`src/angular_sector_bin_index_unit_macros.svh`:
```
// Assertion macros shared by the angular sector bin index RTL.
`ifndef ANGULAR_SECTOR_BIN_INDEX_UNIT_MACROS_SVH
`define ANGULAR_SECTOR_BIN_INDEX_UNIT_MACROS_SVH

// Checked on every clock edge outside reset.
`define ASBI_ASSERT(name, prop, msg) \
    name: assert property (@(posedge i_clk) disable iff (!i_rst_n) prop) else $error(msg);

// Checked on every clock edge, reset included.
`define ASBI_ASSERT_RST(name, prop, msg) \
    name: assert property (@(posedge i_clk) prop) else $error(msg);

`endif

```
`src/asbi_pkg.sv`:
```
// Types and constants shared by the angular sector bin index modules.
`default_nettype none

package asbi_pkg;

    localparam int CORDIC_STEPS = 18;

    // Arctangent of 2^-i in turns, scaled to a 32-bit accumulator.
    localparam logic [31:0] ATAN_TURNS [CORDIC_STEPS] = '{
        32'h20000000, 32'h12E4051E, 32'h09FB385B, 32'h051111D4, 32'h028B0D43,
        32'h0145D7E1, 32'h00A2F61E, 32'h00517C55, 32'h0028BE53, 32'h00145F2F,
        32'h000A2F98, 32'h000517CC, 32'h00028BE6, 32'h000145F3, 32'h0000A2FA,
        32'h0000517D, 32'h000028BE, 32'h0000145F
    };

    localparam logic [31:0] HALF_TURN = 32'h8000_0000;

    // Register indexes on the configuration port.
    typedef enum logic [2:0] {
        REG_CENTRE  = 3'd0,
        REG_REF_X   = 3'd1,
        REG_REF_Y   = 3'd2,
        REG_INNER   = 3'd3,
        REG_OUTER   = 3'd4,
        REG_ANGLE   = 3'd5,
        REG_SCALE   = 3'd6,
        REG_COUNT   = 3'd7
    } t_reg_idx;

    typedef struct packed {
        logic [59:0] centre_point;
        logic [47:0] ref_x_vector;
        logic [47:0] ref_y_vector;
        logic [19:0] inner_radius;
        logic [19:0] outer_radius;
        logic [31:0] angle_range;
        logic [31:0] bin_scale;
        logic [8:0]  bin_count;
    } t_cfg;

    // Data handed from one CORDIC cell to the next.
    typedef struct packed {
        logic signed [48:0] re;
        logic signed [48:0] im;
        logic [31:0]        acc;
        logic               zero;
        logic               ok;
    } t_cord;

endpackage

`default_nettype wire

```
`src/asbi_cordic_cell.sv`:
```
// One CORDIC vectoring cell: a single rotation step and its register.
`default_nettype none

module asbi_cordic_cell #(
    parameter int STEP = 0
) (
    input  wire                 i_clk,
    input  wire                 i_rst_n,
    input  wire                 i_valid,
    output logic                o_ready,
    input  asbi_pkg::t_cord     i_d,
    output logic                o_valid,
    input  wire                 i_ready,
    output asbi_pkg::t_cord     o_d
);

    logic            r_v;
    asbi_pkg::t_cord r_d;
    asbi_pkg::t_cord n_d;
    logic            en;

    assign en      = !r_v || i_ready;
    assign o_ready = en;
    assign o_valid = r_v;
    assign o_d     = r_d;

    // Rotate toward the real axis by the step's angle.
    always_comb begin
        n_d = i_d;
        if (i_d.im >= 0) begin
            n_d.re  = i_d.re + (i_d.im >>> STEP);
            n_d.im  = i_d.im - (i_d.re >>> STEP);
            n_d.acc = i_d.acc + asbi_pkg::ATAN_TURNS[STEP];
        end else begin
            n_d.re  = i_d.re - (i_d.im >>> STEP);
            n_d.im  = i_d.im + (i_d.re >>> STEP);
            n_d.acc = i_d.acc - asbi_pkg::ATAN_TURNS[STEP];
        end
    end

    // Valid bit of the cell.
    always_ff @(posedge i_clk) begin
        if (!i_rst_n) begin
            r_v <= 1'b0;
        end else if (en) begin
            r_v <= i_valid;
        end
    end

    // Cell data.
    always_ff @(posedge i_clk) begin
        if (en) r_d <= n_d;
    end

    `include "angular_sector_bin_index_unit_macros.svh"

    // A stalled cell keeps its data.
    `ASBI_ASSERT(a_cell_hold, o_valid && !i_ready |=> o_valid && $stable(r_d), "cell data moved")

endmodule

`default_nettype wire

```
`config.mk`:
```
export PLATFORM = sky130hd
export DESIGN_NAME = asbi_cordic_cell
export DESIGN_NICKNAME = d
export VERILOG_FILES = /design/src/asbi_pkg.sv /design/src/asbi_cordic_cell.sv
export VERILOG_INCLUDE_DIRS = /design/src /design/src/src
export SDC_FILE = /design/constraint.sdc
export NUM_CORES = 1
export LEC_CHECK = 0
export ABC_AREA = 1
export BUFFER_PORTS_ARGS = -buffer_cell sky130_fd_sc_hd__buf_2
export CAP_MARGIN = 20
export CORE_MARGIN = 2
export CORE_UTILIZATION = 42
export CTS_CLUSTER_SIZE = 14
export DETAILED_ROUTE_END_ITERATION = 10
export PLACE_DENSITY = 0.71
export SLEW_MARGIN = 20
export SYNTH_ARGS = -nofsm -noshare
export SYNTH_HDL_FRONTEND = slang
export SYNTH_SLANG_ARGS = --single-unit
```
`constraint.sdc`:
```
create_clock -name i_clk -period 7 [get_ports i_clk]
set_input_delay 0.7 -clock i_clk [delete_from_list [all_inputs] [get_ports i_clk]]
set_output_delay 0.7 -clock i_clk [all_outputs]
set_load 0.05 [all_outputs]
```
==> results.py <==
metrics = {
    "cts": {
        "numClockSinks": 132,
        "cts_root_buf": "clkbuf_16",
        "cts_tree": "yes",
        "cts_made_buffers": 17,
        "cts_max_level": 4,
        "path_clk_slew_ps": 70,
        "postCtsSetupRepairBufs": 0,
        "clock_path_buffers": 2,
        "ctsResizeCount": 0,
        "cts.hold.buffers_added": 0,
        "clock_latency_ps": 470,
    },
    "job": {
        "max-cap-violations": 0,
    },
    "cells_and_area": {
        "post-route-util": 0.480,
        "layout.cells.non_filler": 3748,
        "drive_gt1_frac": 0.131,
        "fin_nets": 3486,
        "syn_to_final_growth_pct": 12.7,
    },
    "detailed_routing": {
        "first_pass_iters": 6,
        "vias_per_cell": 5.19,
        "routed_wl_um": 67200,
        "post_drt_wl_per_cell_um": 17.9,
        "drc": 0,
        "via_count": 19500,
        "drt-initial-drc-count": 2064,
        "ant_nets": 0,
    },
    "synth": {
        "synth_ff_type": "edfxtp_1",
        "synth_fp_nets": 3260,
        "avgSynthCellArea_um2": 5.86,
        "synth_top_family_by_area": "simple AND/OR/NAND/NOR gates",
        "synth_edf_count": 131,
        "synth_xor_area_frac": 0.0126,
        "synth.area.top_cells": "nand2_1, edfxtp_1, inv_1",
        "synthArstFlopShare": 0,
        "synth_seq_cells": 132,
        "synthesis.instances": 2976,
        "ys_types": 39,
        "synth_fa_ha_area_frac": 0.108,
        "synth_top_area_cell": "nand2_1",
        "yosys_warnings": 0,
        "synth_mux_area_frac": 0,
        "syn_area_mm2": 0.0174,
        "synth_compound_area_frac": 0.0821,
        "synth_top_area_frac": 0.243,
        "ys_seq_area_frac": 0.227,
        "synth-simple-area-share": 0.413,
    },
    "critical_path": {
        "r2r_end": "o_d[79]$_DFFE_PP_",
        "worstPathRequired_ps": 7220,
        "worst-setup-path-type": "input pin to register",
        "cpPeakStageDelay_ps": 550,
        "path_max_fanout": 5,
        "crit_family": "simple AND/OR/NAND/NOR gates",
        "critPathBufInv": 3,
        "endpoint_kind": "register",
        "cp-start-kind": "input pin",
        "worstPathCellList": "buf_2, inv_1, ha_1, fa_1, inv_1, nand2_1, nand2_1, nand2_1, nand2_1, nand2_1, nand2_1, nand2_1, nand3_1, nand2_1, nand3_1, nand2_1",
        "worstRegToRegCells": 2,
        "crit_arrival_ps": 3260,
        "crit_top_cell": "nand2_1",
        "r2r_slack_ps": 5020,
        "crit_slowest_cell": "fa_1",
        "crit-reg2reg-launch": "o_valid$_SDFFE_PN0P_",
    },
    "global_routing": {
        "antenna_found_initial": 3,
        "grt_pass1_wl_um": 100000,
        "grt_pass1_vias": 18000,
        "grt_util_all_layers": 0.304,
        "grt_max_degree": 66,
        "overflow": 0,
    },
    "worst_hold_path": {
        "holdPathStages": 1,
        "hold_start": "i_d[1]",
        "whs_endpoint": "o_d[1]$_DFFE_PP_",
        "worstHoldPathType": "input pin to register",
    },
    "timing": {
        "setup-tns-final_ps": 0,
        "tightestPinTransition_ps": 847,
        "fin_ws_ps": 3960,
        "fin_crit_sh": 0.434,
        "setup_viol": 0,
        "clock_skew_ps": 19.9,
        "drv_slew": 0,
        "clock.fmax_ghz": 0.329,
        "fin_crit_ps": 3040,
        "hold_viol": 0,
        "rsz0062_at_grt": "no",
        "relSlewSlack": 0.435,
    },
    "die": {
        "core_mm2": 0.0409,
        "ioPinCount": 270,
        "die-area_mm2": 0.0432,
        "dieWidth_um": 208,
        "initial_utilization": 0.426,
        "die_h_um": 208,
        "core.rowCount": 74,
    },
    "placed_design": {
        "place_inst": 3715,
        "place_hpwl_um": 56400,
        "portBuffers": 269,
        "gp_congestion": 1.07,
        "pre_cts_slack_ps": 3520,
    },
    "status": {
        "outcome": "finished clean",
    },
    "power": {
        "p_per_area_mw_per_mm2": 193,
        "p_leak_uw": 0.0113,
        "vdd_drop_max_mv": 0.144,
    },
}
## cell usage in the layout, fill, tap and decap left out, types with 5 or more instances in the layout
cell type,netlist,routed
and2_1,7,7
xor2_1,24,24
nor2_4,7,7
nand3_1,232,232
buf_2,12,268
nor3_2,9,9
nand2_2,24,24
nand2_1,1128,1127
edfxtp_1,131,131
nor2_2,50,50
o21ai_1,11,11
nor2_1,204,204
nand4_1,45,45
inv_2,17,18
buf_4,32,5
ha_1,144,144
a21oi_1,124,124
o211ai_1,5,5
clkbuf_16,0,17
o21bai_1,18,18
inv_1,602,602
o21ai_0,82,82
o21a_1,8,8
o22ai_1,12,12
## where the power goes
part           switching (uW)  leakage (uW)  internal, uW
sequential               44.5       0.00138          1020
combinational            1360       0.00964           436
clock                     407      0.000277           527
## cell type report
cell class / count / area, um^2
fill: 4499 / 21300
sequential: 132 / 3950
clock inverter: 14 / 150
timing repair buffer: 273 / 1380
antenna: 1 / 2.50
clock buffer: 18 / 429
inverter: 622 / 2330
multi-input combinational: 2156 / 10700
tap: 532 / 666
## flip-flops by register name, indices dropped and copies added, names as in the netlist
name,count
o_d,131
o_valid,1
## per-stage QoR
step | cell area, um^2 | hold slack, ps | total power, uW
6_report | 19700 | 417 | 3790
5_1_grt | 19700 | 404 | 3980
4_1_cts | 19700 | 397 | 3770
3_5_place_dp | 19100 | 878 | 2830
3_3_place_gp | 19100 | 876 | 2830
2_1_floorplan | 17400 | 799 | 2330
## synthesized netlist by cell type, drive strengths merged, types with 18 or more instances
cell type and n:
a21oi 126, buf 52, edfxtp 131, ha 144, inv 619, nand2 1153
nand3 234, nand4 45, nor2 261, o21ai 93, o21bai 18, xor2 24
## metal layers
layer	global-route usage	up-vias	routed length, um
met5	0	-	13
met4	0.146	2	3360
met3	0.0504	181	6350
met2	0.480	982	28900
met1	0.404	8714	28600
li1	-	9590	-
## worst reg2reg max path: cells and delay by family, from the launching register on
kind / cells / cell delay (ps)
buf+inv: 1 / 730
simple gates: 1 / 500
flops: 1 / 330
## cells by family (layout without fill, tap and decap cells)
logic type | after synthesis | in the layout
DFF | 132 | 132
buffers and inverters | 688 | 927
adders and majority gates | 148 | 148
AOI/OAI and AO/OA | 265 | 265
other | 0 | 1
xor gates and xnor gates | 25 | 25
and+or+nand+nor | 1718 | 1718
## how the worst max path moves through the flow
stage	startpoint	end	slack (ps)	depth (start not counted)
floorplan	i_ready	o_ready	2490	2
global placement	i_d[83]	o_d[131]$_DFFE_PP_	3520	16
detailed placement	i_d[83]	o_d[131]$_DFFE_PP_	3520	16
CTS	i_d[83]	o_d[131]$_DFFE_PP_	4000	16
global route	i_d[83]	o_d[115]$_DFFE_PP_	3760	14
finish	i_d[83]	o_d[131]$_DFFE_PP_	3960	16
Note: power is estimated with default switching activity, not from simulation.
