### src/angular_sector_bin_index_unit_macros.svh
// Assertion macros shared by the angular sector bin index RTL.
`ifndef ANGULAR_SECTOR_BIN_INDEX_UNIT_MACROS_SVH
`define ANGULAR_SECTOR_BIN_INDEX_UNIT_MACROS_SVH

// Checked on every clock edge outside reset.
`define ASBI_ASSERT(name, prop, msg) \
    name: assert property (@(posedge i_clk) disable iff (!i_rst_n) prop) else $error(msg);

// Checked on every clock edge, reset included.
`define ASBI_ASSERT_RST(name, prop, msg) \
    name: assert property (@(posedge i_clk) prop) else $error(msg);

`endif

### src/asbi_pkg.sv
// Types and constants shared by the angular sector bin index modules.
`default_nettype none

package asbi_pkg;

    localparam int CORDIC_STEPS = 18;

    // Arctangent of 2^-i in turns, scaled to a 32-bit accumulator.
    localparam logic [31:0] ATAN_TURNS [CORDIC_STEPS] = '{
        32'h20000000, 32'h12E4051E, 32'h09FB385B, 32'h051111D4, 32'h028B0D43,
        32'h0145D7E1, 32'h00A2F61E, 32'h00517C55, 32'h0028BE53, 32'h00145F2F,
        32'h000A2F98, 32'h000517CC, 32'h00028BE6, 32'h000145F3, 32'h0000A2FA,
        32'h0000517D, 32'h000028BE, 32'h0000145F
    };

    localparam logic [31:0] HALF_TURN = 32'h8000_0000;

    // Register indexes on the configuration port.
    typedef enum logic [2:0] {
        REG_CENTRE  = 3'd0,
        REG_REF_X   = 3'd1,
        REG_REF_Y   = 3'd2,
        REG_INNER   = 3'd3,
        REG_OUTER   = 3'd4,
        REG_ANGLE   = 3'd5,
        REG_SCALE   = 3'd6,
        REG_COUNT   = 3'd7
    } t_reg_idx;

    typedef struct packed {
        logic [59:0] centre_point;
        logic [47:0] ref_x_vector;
        logic [47:0] ref_y_vector;
        logic [19:0] inner_radius;
        logic [19:0] outer_radius;
        logic [31:0] angle_range;
        logic [31:0] bin_scale;
        logic [8:0]  bin_count;
    } t_cfg;

    // Data handed from one CORDIC cell to the next.
    typedef struct packed {
        logic signed [48:0] re;
        logic signed [48:0] im;
        logic [31:0]        acc;
        logic               zero;
        logic               ok;
    } t_cord;

endpackage

`default_nettype wire

### src/asbi_bin.sv
// Back end: angle window test, bin scaling and the result register.
`default_nettype none

module asbi_bin #(
    parameter int MAX_BINS = 256
) (
    input  wire                 i_clk,
    input  wire                 i_rst_n,
    input  asbi_pkg::t_cfg      i_cfg,
    input  wire                 i_valid,
    output logic                o_ready,
    input  asbi_pkg::t_cord     i_cord,
    output logic                o_valid,
    input  wire                 i_ready,
    output logic                o_in_bin,
    output logic [7:0]          o_bin_index
);

    localparam int NS = 3;

    logic [NS:1]   r_v;
    logic [NS+1:1] en;

    logic [15:0] ang;
    logic [15:0] start;
    logic [15:0] stop;
    logic        r_ok_a;
    logic [15:0] r_diff;
    logic        r_ok_b;
    logic [47:0] r_prod;
    logic        r_in_bin;
    logic [7:0]  r_idx;
    logic [31:0] cnt;
    logic [31:0] num;
    logic        n_in_bin;
    logic [31:0] n_bin;

    always_comb begin
        en[NS+1] = i_ready;
        for (int k = NS; k >= 1; k--) begin
            en[k] = !r_v[k] || en[k+1];
        end
    end

    assign o_ready     = en[1];
    assign o_valid     = r_v[NS];
    assign o_in_bin    = r_in_bin;
    assign o_bin_index = r_idx;

    // Final angle and the window bounds.
    always_comb begin
        ang   = i_cord.zero ? 16'd0 : i_cord.acc[31:16];
        start = i_cfg.angle_range[15:0];
        stop  = i_cfg.angle_range[31:16];
    end

    // Bin number with the count clamped and the top edge folded into the last bin.
    always_comb begin
        cnt = (32'(i_cfg.bin_count) > 32'(MAX_BINS)) ? 32'(MAX_BINS) : 32'(i_cfg.bin_count);
        num = r_prod[47:16];
        n_in_bin = r_ok_b && (cnt != '0) && (num <= cnt);
        n_bin = (num == cnt) ? (cnt - 32'd1) : num;
    end

    always_ff @(posedge i_clk) begin
        if (!i_rst_n) begin
            r_v <= '0;
        end else begin
            for (int k = 1; k <= NS; k++) begin
                if (en[k]) begin
                    r_v[k] <= (k == 1) ? i_valid : r_v[k-1];
                end
            end
        end
    end

    always_ff @(posedge i_clk) begin
        if (en[1]) begin
            r_ok_a <= i_cord.ok && (ang >= start) && (ang <= stop);
            r_diff <= ang - start;
        end
        if (en[2]) begin
            r_ok_b <= r_ok_a;
            r_prod <= 48'(r_diff) * 48'(i_cfg.bin_scale);
        end
        if (en[3]) begin
            r_in_bin <= n_in_bin;
            r_idx    <= n_in_bin ? n_bin[7:0] : 8'd0;
        end
    end

    `include "angular_sector_bin_index_unit_macros.svh"

    // No bin means a zero index.
    `ASBI_ASSERT(a_bin_zero, o_valid && !o_in_bin |-> o_bin_index == 8'd0, "index without bin")
    // Reset empties the result register.
    `ASBI_ASSERT_RST(a_bin_rst, !i_rst_n |=> !o_valid, "result valid after reset")

endmodule

`default_nettype wire

### config.mk
export PLATFORM = sky130hd
export DESIGN_NAME = asbi_bin
export DESIGN_NICKNAME = d
export VERILOG_FILES = /design/src/asbi_pkg.sv /design/src/asbi_bin.sv
export VERILOG_INCLUDE_DIRS = /design/src /design/src/src
export SDC_FILE = /design/constraint.sdc
export NUM_CORES = 1
export LEC_CHECK = 0
export BUFFER_PORTS_ARGS = -buffer_cell sky130_fd_sc_hd__buf_2
export CAP_MARGIN = 40
export CELL_PAD_IN_SITES_DETAIL_PLACEMENT = 0
export CELL_PAD_IN_SITES_GLOBAL_PLACEMENT = 1
export CORE_UTILIZATION = 47
export CTS_CLUSTER_DIAMETER = 200
export DETAILED_ROUTE_END_ITERATION = 8
export PLACE_DENSITY_LB_ADDON = 0.1
export SLEW_MARGIN = 10
export SYNTH_ARGS = -nofsm -noshare
export SYNTH_HDL_FRONTEND = slang
export SYNTH_SLANG_ARGS = --single-unit
### constraint.sdc
create_clock -name i_clk -period 9.8 [get_ports i_clk]
set_clock_uncertainty 0.2 [all_clocks]
set_input_delay 0.98 -clock i_clk [delete_from_list [all_inputs] [get_ports i_clk]]
set_output_delay 0.98 -clock i_clk [all_outputs]
set_load 0.02 [all_outputs]
==> impl_metrics.yaml <==
detailed_routing:
  drtIter0Drc: 575
  wl_per_cell_um: 19.1
  avgViaCountPerCell: 5.21
  drc_errors: 0
  wl_um: 51300
  drtPass1Iterations: 5
  ant_nets: 0
  vias: 14000
cells_and_area:
  multi_input_area_mm2: 0.0152
  syn2layout_area_growth_pct: 7.09
  fin_area_mm2: 0.0205
  fin_nets: 3139
  final_common_cell: "inv_1"
  fillers: 3815
  drive_gt1_share_pct: 6.85
  utilization_pct: 51.3
  final_cell_mix: "inv_1, fa_1, nand2_1"
  seq_area_mm2: 0.00183
floorplanning:
  start_util_pct: 47.9
  die_y_um: 204
  die_x_um: 204
  num_rows: 73
  core_area_mm2: 0.0400
  die_area_mm2: 0.0416
  io_pins: 416
worst_setup_path:
  cp.arrival_ns: 7.66
  path_cells: "buf_4 -> nand2_1 -> fa_1 -> inv_1 -> fa_1 -> fa_1 -> fa_1 -> fa_1 -> inv_1 -> fa_1 -> inv_1 -> ha_1 -> a21oi_1 -> o211ai_1 -> a2111oi_2 -> nand4_1 -> a31oi_1 -> o21a_1 -> o31ai_1 -> a21oi_1 -> a31oi_1"
  start_kind: "register"
  critical_path_class: "reg2reg"
  r2r_slack_ns: 2.03
  max_stage_delay_ns: 0.84
  critPathCaptureType: "register"
  cp_slowest_cell: "edfxtp_1"
  cp_max_fo: 18
  crit_required_ns: 9.68
  cp_common_cell: "fa_1"
clock_tree:
  hold_buffers: 0
  ctsRootBufferMaster: "clkbuf_16"
  htree_levels: 3
  cts_tree: "yes"
  cts_sinks: 62
  clk_pin_slew_ns: 0.06
  ctsResizeCount: 0
  cts-buffers-inserted: 9
  cts_buffer_depth: 2
  clock_latency_ns: 0.36
  cts_setup_buffers: 0
yosys:
  syn_area_mm2: 0.0192
  synthArstFlopShare_pct: 0
  ys_seq_area_share_pct: 9.55
  synth_edf_count: 59
  synth_cell_types: 56
  synthFlopType: "edfxtp_1"
  synth_top_area_cell: "fa_1"
  ys_warn_count: 0
  ys_ff_latch: 62
  syn_nets: 3086
  synth_top_area_share_pct: 43.6
  synth_cells: 2103
  synth_area_leaders: "fa_1, ha_1, inv_1, edfxtp_1, and2_1"
  avgSynthCellArea_um2: 9.12
sta:
  max_slew_margin_pct: 38.8
  period_share_pct: 79.3
  timing.final.crit_period_ns: 7.77
  slew_viol_final: 0
  max_clock_freq_mhz: 129
  fin_tns_setup_ns: 0
  rsz0062_at_grt: "false"
  final_hold_viol_count: 0
  worst_pin_slew_ns: 0.913
  finalSetupViolations: 0
global_route:
  grt_start_max_net_pins: 34
  overflow: 0
  grt_pass1_wl_um: 82800
  grt_pass1_vias: 15100
  antenna_found_initial: 5
  track_usage_pct: 26.4
placement:
  place_area_mm2: 0.0202
  dp_hpwl_um: 40200
  gp_congestion: 0.833
  io_buffer_count: 105
flow_run:
  cap_viol_max_count: 0
hold_path:
  holdCritPathClass: "reg2reg"
status:
  status: "complete, no violations"
-- cells in the mapped netlist (2+ instances only) --
cell type	count
inv_1	476
fa_1	418
nand2_1	335
and2_1	216
ha_1	160
clkbuf_1	85
edfxtp_1	59
a21oi_1	55
nor2_1	41
xnor2_1	32
a21o_1	26
nor2b_1	25
o21ai_0	18
nand3_1	15
xor2_1	14
nand4_1	11
a31oi_1	10
and3_1	9
nor3_1	9
a211oi_1	8
o21bai_1	7
nand2b_1	6
a21boi_0	5
nor4_1	5
mux2i_1	4
o21a_1	4
o21ai_1	4
o311ai_0	4
and4_1	3
dfxtp_1	3
o211ai_1	3
o31a_1	3
a2111oi_0	2
a311oi_1	2
nor3b_1	2
o2111ai_1	2
or2_2	2
or4_1	2
-- flip-flops by register name (all words and copies together) (netlist names) --
| register | cells |
|---|---|
| r_ok_b | 1 |
| r_diff | 16 |
| o_bin_index | 8 |
| r_prod | 32 |
| r_v | 3 |
| r_ok_a | 1 |
| o_in_bin | 1 |
-- critical path, delay by kind of cell (launching register included) --
| kind | cells | cell delay, ns |
|---|---|---|
| AOI/OAI and AO/OA | 8 | 2.07 |
| adders and majority gates | 7 | 3.34 |
| buffers and inverters | 4 | 0.59 |
| DFF | 1 | 0.84 |
| and+or+nand+nor | 2 | 0.40 |
-- path summary, 6_finish.rpt --
path / depth (start not counted) / end / start
min reg2reg: 0 / r_ok_b / r_ok_a
min: 0 / r_ok_b / r_ok_a
max: 21 / r_prod[40] / r_diff[10]
max reg2reg: 21 / r_prod[40] / r_diff[10]
-- per-layer routing --
layer  vias to the layer above  track usage, %  share of wire, %
li1                       6418               -                 -
met1                      7266            33.3                42
met2                       247            47.2                51
met3                        61            3.25               4.0
met4                         4            7.54               2.6
met5                         -               0             0.055
-- cell families (layout without fill, tap and decap cells) --
group / Yosys count / count (layout) / synth area share (%)
AND/OR/NAND/NOR: 686 / 686 / 17.5
adder cells (fa/ha/maj): 578 / 578 / 54.1
buffers and inverters: 562 / 620 / 11.0
AO/OA/AOI/OAI: 165 / 165 / 5.62
flip-flops: 62 / 62 / 9.55
XOR/XNOR: 46 / 46 / 2.10
multiplexers: 4 / 4 / 0.209
other: 0 / 2 / 0
-- metrics by stage --
| stage | instances | setup slack [ns] | hold slack [ns] |
|---|---|---|---|
| final | 2688 | 2.03 | 0.228 |
| after global placement | 2667 | 2.00 | 0.208 |
| after CTS | 2686 | 2.04 | 0.231 |
| after detailed placement | 2670 | 1.94 | 0.215 |
| after floorplan | 2103 | 2.76 | 0.200 |
| after global routing | 2687 | 1.64 | 0.245 |
-- cell type report --
class,count,area share [%]
well taps,525,3.20
clock buffers,10,1.11
clock inverters,6,0.347
repair buffers,127,3.48
multi-input cells,1479,74.2
diodes,2,0.0244
flip-flops and latches,62,8.92
inverters,477,8.72
Power is left out: the tool's default activity adds up to more than one toggle a clock period on the data nets, which glitch-free logic cannot reach.
